[config.mk]
export PLATFORM = sky130hd
export DESIGN_NAME = bccs_ctrl
export DESIGN_NICKNAME = d
export VERILOG_FILES = /design/src/bccs_pkg.sv /design/src/bccs_ctrl.sv
export SDC_FILE = /design/constraint.sdc
export NUM_CORES = 1
export LEC_CHECK = 0
export BUFFER_PORTS_ARGS = -buffer_cell sky130_fd_sc_hd__buf_2
export CORE_MARGIN = 4
export CORE_UTILIZATION = 45
export CTS_CLUSTER_SIZE = 8
export DETAILED_ROUTE_END_ITERATION = 16
export GPL_TIMING_DRIVEN = 0
export PLACE_DENSITY = 0.78
export SLEW_MARGIN = 20
export SYNTH_ARGS = -nofsm -noshare
export SYNTH_HDL_FRONTEND = slang
export SYNTH_SLANG_ARGS = --single-unit
export TNS_END_PERCENT = 5
[constraint.sdc]
create_clock -name clk -period 1.8 [get_ports clk]
set_input_delay 0.36 -clock clk [delete_from_list [all_inputs] [get_ports clk]]
set_output_delay 0.36 -clock clk [all_outputs]
set_load 0.02 [all_outputs]
[src/bccs_pkg.sv]
// Shared types and constants for the battery cell charge/OCV step block.
// Used by the controller, the datapath, the divider and the top level.
package bccs_pkg;

  localparam int TABLE_DEPTH = 32;
  localparam int IDX_W       = $clog2(TABLE_DEPTH);
  localparam int DIV_W       = 62;
  localparam int DVS_W       = 28;
  localparam int CNT_W       = 6;

  localparam logic [13:0] SOC_FULL    = 14'd10000;
  localparam logic [11:0] SEC_PER_HR  = 12'd3600;
  localparam logic signed [23:0] CUR_MAX = 24'sh7FFFFF;
  localparam logic signed [23:0] CUR_MIN = 24'sh800000;
  localparam logic signed [47:0] CHG_MAX = 48'sh7FFFFFFFFFFF;
  localparam logic signed [47:0] CHG_MIN = 48'sh800000000000;

  localparam logic [1:0] FUNC_WRITE  = 2'd0;
  localparam logic [1:0] FUNC_REPORT = 2'd1;
  localparam logic [1:0] FUNC_TICK   = 2'd2;
  localparam logic [1:0] FUNC_RELOAD = 2'd3;

  localparam logic [1:0] MODE_CV = 2'd0;
  localparam logic [1:0] MODE_CC = 2'd1;

  localparam logic [1:0] REG_NOMINAL = 2'd0;
  localparam logic [1:0] REG_RESIST  = 2'd1;
  localparam logic [1:0] REG_INITIAL = 2'd2;
  localparam logic [1:0] REG_ENTRIES = 2'd3;

  typedef enum logic [1:0] {DIV_SOC, DIV_CV, DIV_INT} div_sel_t;

  typedef enum logic [3:0] {
    S_IDLE, S_LOAD, S_CHG_MUL, S_CHG_ADD, S_SOC_MUL, S_SOC_MUL2, S_SOC_GO,
    S_SOC_WAIT, S_WALK_RD, S_WALK_CHK, S_IDIV_GO, S_IDIV_WAIT, S_CDIV_GO,
    S_CDIV_WAIT, S_OUT
  } state_t;

  typedef struct packed {
    logic     capture;
    logic     ld_init;
    logic     chg_mul;
    logic     chg_add;
    logic     soc_mul;
    logic     soc_mul2;
    logic     soc_neg;
    logic     soc_fin;
    logic     walk_init;
    logic     walk_step;
    logic     ocv_take_rd;
    logic     ocv_take_div;
    logic     cur_take_div;
    logic     div_start;
    div_sel_t div_sel;
    logic     out_load;
  } cmd_t;

  typedef struct packed {
    logic div_done;
    logic rd_gt;
    logic idx_zero;
    logic idx_last;
    logic charge_neg;
  } stat_t;

endpackage

[src/bccs_ctrl.sv]
// Controller state machine sequencing one word through the datapath.
// Depends on bccs_pkg for the state, command and status types.
module bccs_ctrl (
  input  logic             clk,
  input  logic             rst_n,
  input  logic             in_valid,
  input  logic [1:0]       in_func,
  input  logic [1:0]       in_control_mode,
  input  logic             out_ready,
  input  bccs_pkg::stat_t  stat,
  output bccs_pkg::cmd_t   cmd,
  output logic             in_ready,
  output logic             out_valid
);
  import bccs_pkg::*;

  state_t state_r, state_nxt;
  logic   cvph_r, cvph_nxt;
  logic   ov_r, ov_nxt;
  logic   fire, slot_free;

  assign in_ready  = state_r == S_IDLE;
  assign fire      = in_valid && in_ready;
  assign slot_free = !ov_r || out_ready;

  always_ff @(posedge clk) begin
    if (!rst_n) begin
      state_r <= S_IDLE;
      cvph_r  <= 1'b0;
      ov_r    <= 1'b0;
    end else begin
      state_r <= state_nxt;
      cvph_r  <= cvph_nxt;
      ov_r    <= ov_nxt;
    end
  end

  // Next state.
  always_comb begin
    state_nxt = state_r;
    cvph_nxt  = cvph_r;
    case (state_r)
      S_IDLE: begin
        if (fire) begin
          case (in_func)
            FUNC_REPORT: state_nxt = S_SOC_MUL;
            FUNC_TICK: begin
              if (in_control_mode == MODE_CV) begin
                state_nxt = S_WALK_RD;
                cvph_nxt  = 1'b1;
              end else begin
                state_nxt = S_CHG_MUL;
              end
            end
            FUNC_RELOAD: state_nxt = S_LOAD;
            default:     state_nxt = S_IDLE;
          endcase
        end
      end
      S_LOAD:     state_nxt = S_SOC_MUL;
      S_CHG_MUL:  state_nxt = S_CHG_ADD;
      S_CHG_ADD:  state_nxt = S_SOC_MUL;
      S_SOC_MUL:  state_nxt = S_SOC_MUL2;
      S_SOC_MUL2: state_nxt = S_SOC_GO;
      S_SOC_GO:   state_nxt = stat.charge_neg ? S_WALK_RD : S_SOC_WAIT;
      S_SOC_WAIT: if (stat.div_done) state_nxt = S_WALK_RD;
      S_WALK_RD:  state_nxt = S_WALK_CHK;
      S_WALK_CHK: begin
        if (stat.rd_gt && !stat.idx_zero) state_nxt = S_IDIV_GO;
        else if (stat.rd_gt || stat.idx_last) state_nxt = cvph_r ? S_CDIV_GO : S_OUT;
        else state_nxt = S_WALK_RD;
      end
      S_IDIV_GO:   state_nxt = S_IDIV_WAIT;
      S_IDIV_WAIT: if (stat.div_done) state_nxt = cvph_r ? S_CDIV_GO : S_OUT;
      S_CDIV_GO: begin
        state_nxt = S_CDIV_WAIT;
        cvph_nxt  = 1'b0;
      end
      S_CDIV_WAIT: if (stat.div_done) state_nxt = S_CHG_MUL;
      S_OUT:       if (slot_free) state_nxt = S_IDLE;
      default:     state_nxt = S_IDLE;
    endcase
  end

  // Commands.
  always_comb begin
    cmd         = '0;
    cmd.div_sel = DIV_SOC;
    ov_nxt      = ov_r && !out_ready;
    case (state_r)
      S_IDLE: begin
        cmd.capture   = fire;
        cmd.walk_init = fire;
      end
      S_LOAD:     cmd.ld_init  = 1'b1;
      S_CHG_MUL:  cmd.chg_mul  = 1'b1;
      S_CHG_ADD:  cmd.chg_add  = 1'b1;
      S_SOC_MUL:  cmd.soc_mul  = 1'b1;
      S_SOC_MUL2: cmd.soc_mul2 = 1'b1;
      S_SOC_GO: begin
        cmd.soc_neg   = stat.charge_neg;
        cmd.walk_init = stat.charge_neg;
        cmd.div_start = !stat.charge_neg;
      end
      S_SOC_WAIT: begin
        cmd.soc_fin   = stat.div_done;
        cmd.walk_init = stat.div_done;
      end
      S_WALK_CHK: begin
        cmd.ocv_take_rd = stat.rd_gt ? stat.idx_zero : stat.idx_last;
        cmd.walk_step   = !stat.rd_gt && !stat.idx_last;
      end
      S_IDIV_GO: begin
        cmd.div_start = 1'b1;
        cmd.div_sel   = DIV_INT;
      end
      S_IDIV_WAIT: begin
        cmd.div_sel      = DIV_INT;
        cmd.ocv_take_div = stat.div_done;
      end
      S_CDIV_GO: begin
        cmd.div_start = 1'b1;
        cmd.div_sel   = DIV_CV;
      end
      S_CDIV_WAIT: begin
        cmd.div_sel      = DIV_CV;
        cmd.cur_take_div = stat.div_done;
      end
      S_OUT: begin
        cmd.out_load = slot_free;
        if (slot_free) ov_nxt = 1'b1;
      end
      default: ;
    endcase
  end

  assign out_valid = ov_r;
endmodule

### Word-level counts from Yosys, hierarchy flattened

Cells that the tools add are included.
W data, S select, Z words.

| word-level totals | value |
|---|---|
| flip-flop bits (word level) | 6 |
| input port bits | 13 |
| output and inout port bits | 19 |
| word-level logic and storage cells | 82 |

| cells by class | value |
|---|---|
| eq/ne operators | 24 |
| multiplexer cells | 34 |
| reduce and logical (&&, ||, !) cells | 21 |

Operators with widths:

| kind | number |
|---|---|
| $pmux W4 S14 | 1 |
| $eq A4 B4 Y1 const B | 7 |
| $mux W4 | 7 |
| $mux W1 | 17 |
| $eq A4 B3 Y1 const B | 4 |
| $pmux W4 S3 | 1 |
| $eq A4 B2 Y1 const B | 2 |
| $ne A2 B2 Y1 const B | 4 |
| $reduce_or A2 Y1 | 4 |
| $logic_not A1 Y1 | 6 |
| $mux W3 | 2 |
| $ne A2 B1 Y1 const B | 3 |
| $reduce_and A5 Y1 | 1 |
| $eq A2 B2 Y1 const B | 2 |
| $eq A4 B1 Y1 const B | 1 |
| $logic_and A1 B1 Y1 | 4 |
| $logic_not A4 Y1 | 1 |
| $mux W2 | 2 |
| $pmux W1 S2 | 2 |
| $pmux W2 S2 | 1 |
| $reduce_and A4 Y1 | 1 |
| $pmux W1 S3 | 1 |
| $eq A2 B1 Y1 const B | 1 |
| $logic_not A2 Y1 | 1 |
| 2 further kinds | 3 |

### Depth between registers and ports, before layout

| depth | value |
|---|---|
| word-level depth | 5 |
| depth in mapped cells | 6 |

### Worst setup path before layout

No wires, ideal clock.

| path | value |
|---|---|
| path kind | reg-to-output |
| from | reg state_r[3] |
| to | out cmd[8] (netlist name) |
| arrival | 1.850 ns |
| data required time | 1.440 ns |
| path slack | -0.410 ns |
| cell stages (with the launch flop) | 6 |
| path buffers | 2 |
| path through | dfxtp_1 -> buf_4 -> nand2b_1 -> buf_6 -> nor4b_1 -> or3_1 |

RTL lines:

| element | RTL line | source |
|---|---|---|
| start, declared | bccs_ctrl.sv:17 | `state_t state_r, state_nxt;` |
| start signal, assigned | bccs_ctrl.sv:32 | `state_r <= state_nxt;` |
| end, declared | bccs_ctrl.sv:11 | `output bccs_pkg::cmd_t cmd,` |

==> impl_metrics.toml <==
[outcome]
status = "complete, but fails checks"
failed_checks = "negative setup slack"

[yosys]
syn_area_um2 = 674
synth_cells = 93
synth_warnings = 0
ys.flop_type = "dfxtp_1"
synth_top_cell_area_share_pct = 17.8
synth_edf_count = 0
seq_area_frac_synth_pct = 17.8
synth_nets = 106
async_reset_ff_share_pct = 0
synth_seq_cells = 6
synth_area_leaders = "dfxtp_1, nand2b_1, nor2_1, a21oi_1, nor3_1"
yosysTopAreaCell = "dfxtp_1"
synth.distinct_cells = 42
syn_avg_cell_area_um2 = 7.25

[critical_path]
critPathSlowestCell = "or4_4"
crit_buf_inv = 2
max_stage_delay_ns = 0.55
startpoint_type = "flop"
end_kind = "primary output"
cp_top_family = "simple AND/OR/NAND/NOR gates"
crit_path_cell_trace = "or4_4, inv_2, and2_4, or3_4, buf_6"
cp_data_required_time_ns = 1.44
path_class = "reg2out"
critPathMaxFanout = 3
worstPathArrival_ns = 1.55

[cts]
cts_made_buffers = 3
cts_hold_buf = 0
clk_pin_slew_ns = 0.05
clkSinkCount = 6
cts_root_buf = "clkbuf_4"
clk_path_buf_depth = 2
cts_tree = "done"
htreeDepth = 1
worstSkewPairLatency_ns = 0.25

[place]
dp_slack_ns = -0.119
dp_hpwl_um = 1480
gp_congestion = 0.890
port_buffers = 30

[sta]
postLayoutSetupSlackWorst_ns = -0.110
holdWs_ns = 0.401
finalMaxSlewViolations = 0
fin_crit_sh_pct = 106
max_freq_mhz = 524
hold_viol = 0
fin_crit_ns = 1.91
setup_viol = 2
skew_ns = 0.00642
tightest_slew_ns = 0.458
rsz0062_at_grt = "true"
maxSlewHeadroom_pct = 69.2

[detailed_routing]
first_iter_violations = 21
drc = 0
wl_um = 1960
wire_per_inst_um = 13.8
vias = 847
drt.antenna.violating_nets = 0
vias_per_cell = 5.96
dr.pass1.iters = 4

[finish]
antenna_cells = 0
drive_gt1_share_pct = 48.8
area_delta_synth_final_pct = 40.8
final_nets = 142
post-route-util_pct = 70.3

[power]
p_leak_nw = 0.422
ir_drop_uv = 633
powerDensity_nw_per_um2 = 1180

[die]
die_width_um = 46.7
num_io_pins = 32
design.core.area_um2 = 1350
start_util_pct = 50.0
dieArea_um2 = 2180
rows = 13
dieHeight_um = 46.7

[global_route]
grt_max_degree = 11
grt_overflow = 0
grt_pass1_vias = 718
grt_pass1_wl_um = 3080
grt_usage_pct = 19.5
antenna_found_initial = 0

[run]
maxCapViolations = 0

[min_path]
hold_path.class = "in2reg"
cell usage in the layout (no fill, tap or decap), types with 3 or more instances in the layout:
master / Yosys / routed
nor4_1: 4 / 3
buf_4: 1 / 4
clkbuf_4: 0 / 3
nor3_1: 6 / 6
buf_2: 4 / 30
nand3_1: 3 / 3
buf_6: 1 / 3
inv_1: 3 / 3
a21oi_1: 6 / 6
nor2_1: 9 / 9
nand2b_1: 7 / 7
nand2_1: 6 / 5
o21ai_0: 4 / 4
kinds of logic (layout without fill, tap and decap cells):
logic type / Yosys count / in the layout / share of synthesized area [%]
DFF: 6 / 6 / 17.8
muxes: 1 / 1 / 1.48
buffers and inverters: 13 / 47 / 9.83
AOI/OAI and AO/OA: 26 / 26 / 29.5
and+or+nand+nor: 47 / 47 / 41.4
metrics by stage:
stage | area [um^2] | power, W | TNS [ns] | instances
floorplan | 687 | 0.000693 | -0.216 | 93
global placement | 856 | 0.000852 | -0.223 | 138
detailed placement | 856 | 0.000859 | -0.226 | 138
CTS | 927 | 0.00109 | -0.182 | 142
global route | 950 | 0.00120 | -0.482 | 142
finish | 950 | 0.00112 | -0.159 | 142
metal layers:
metal,share of wire [%],wire [um],track usage (%),up-vias
met3,7.2,142,5.86,4
met4,1.1,22,3.31,0
met2,49,969,32.7,30
met5,0,0,0,-
met1,42,824,25.1,399
li1,-,-,-,414
flip-flops by register name, indices dropped and copies added (netlist names):
register and flops:
state_r 4, out_valid 1, cvph_r 1
final cells by class:
type,instances,area [um^2]
Clock buffer,3,22.5
Multi-Input combinational cell,74,510
Tap cell,15,18.8
Fill cell,113,400
Buffer,7,58.8
Timing Repair Buffer,33,194
Inverter,4,15.0
Sequential cell,6,130
synthesized netlist by cell type (3+ instances only):
master and instances:
a21oi_1 6, buf_2 4, dfxtp_1 6, inv_1 3, nand2_1 6, nand2b_1 7
nand3_1 3, nor2_1 9, nor3_1 6, nor4_1 4, o21ai_0 4
worst register-to-register path: stages, from the launching register on:
cell,delay [ns]
dfxtp_4,0.35
or4_4,0.55
buf_4,0.17
o22ai_2,0.24
or2_4,0.20
o41ai_2,0.07
worst paths after layout:
check	start	end	slack (ns)	depth (start not counted)
setup reg to reg	state_r[1]	state_r[2]	0.09	5
hold reg to reg	cvph_r	cvph_r	0.49	2
setup / recovery	state_r[1]	cmd[8]	-0.11	5
hold / removal	in_valid	cvph_r	0.40	3
what timing repair did:
item,CTS,global route
endpoints found under the setup margin,16,8
resized for setup,16,5
buffers inserted,2,1
pin swaps,3,2
where the power goes:
group	internal [W]	switching, W	total (W)	leakage [nW]
Combinational	0.000347	0.000443	0.000790	0.357
Sequential	0.000169	0.0000329	0.000202	0.0511
Clock	0.0000754	0.0000486	0.000124	0.0138
Total	0.000592	0.000524	0.00112	0.422
Note: power is estimated with default switching activity, not from simulation.
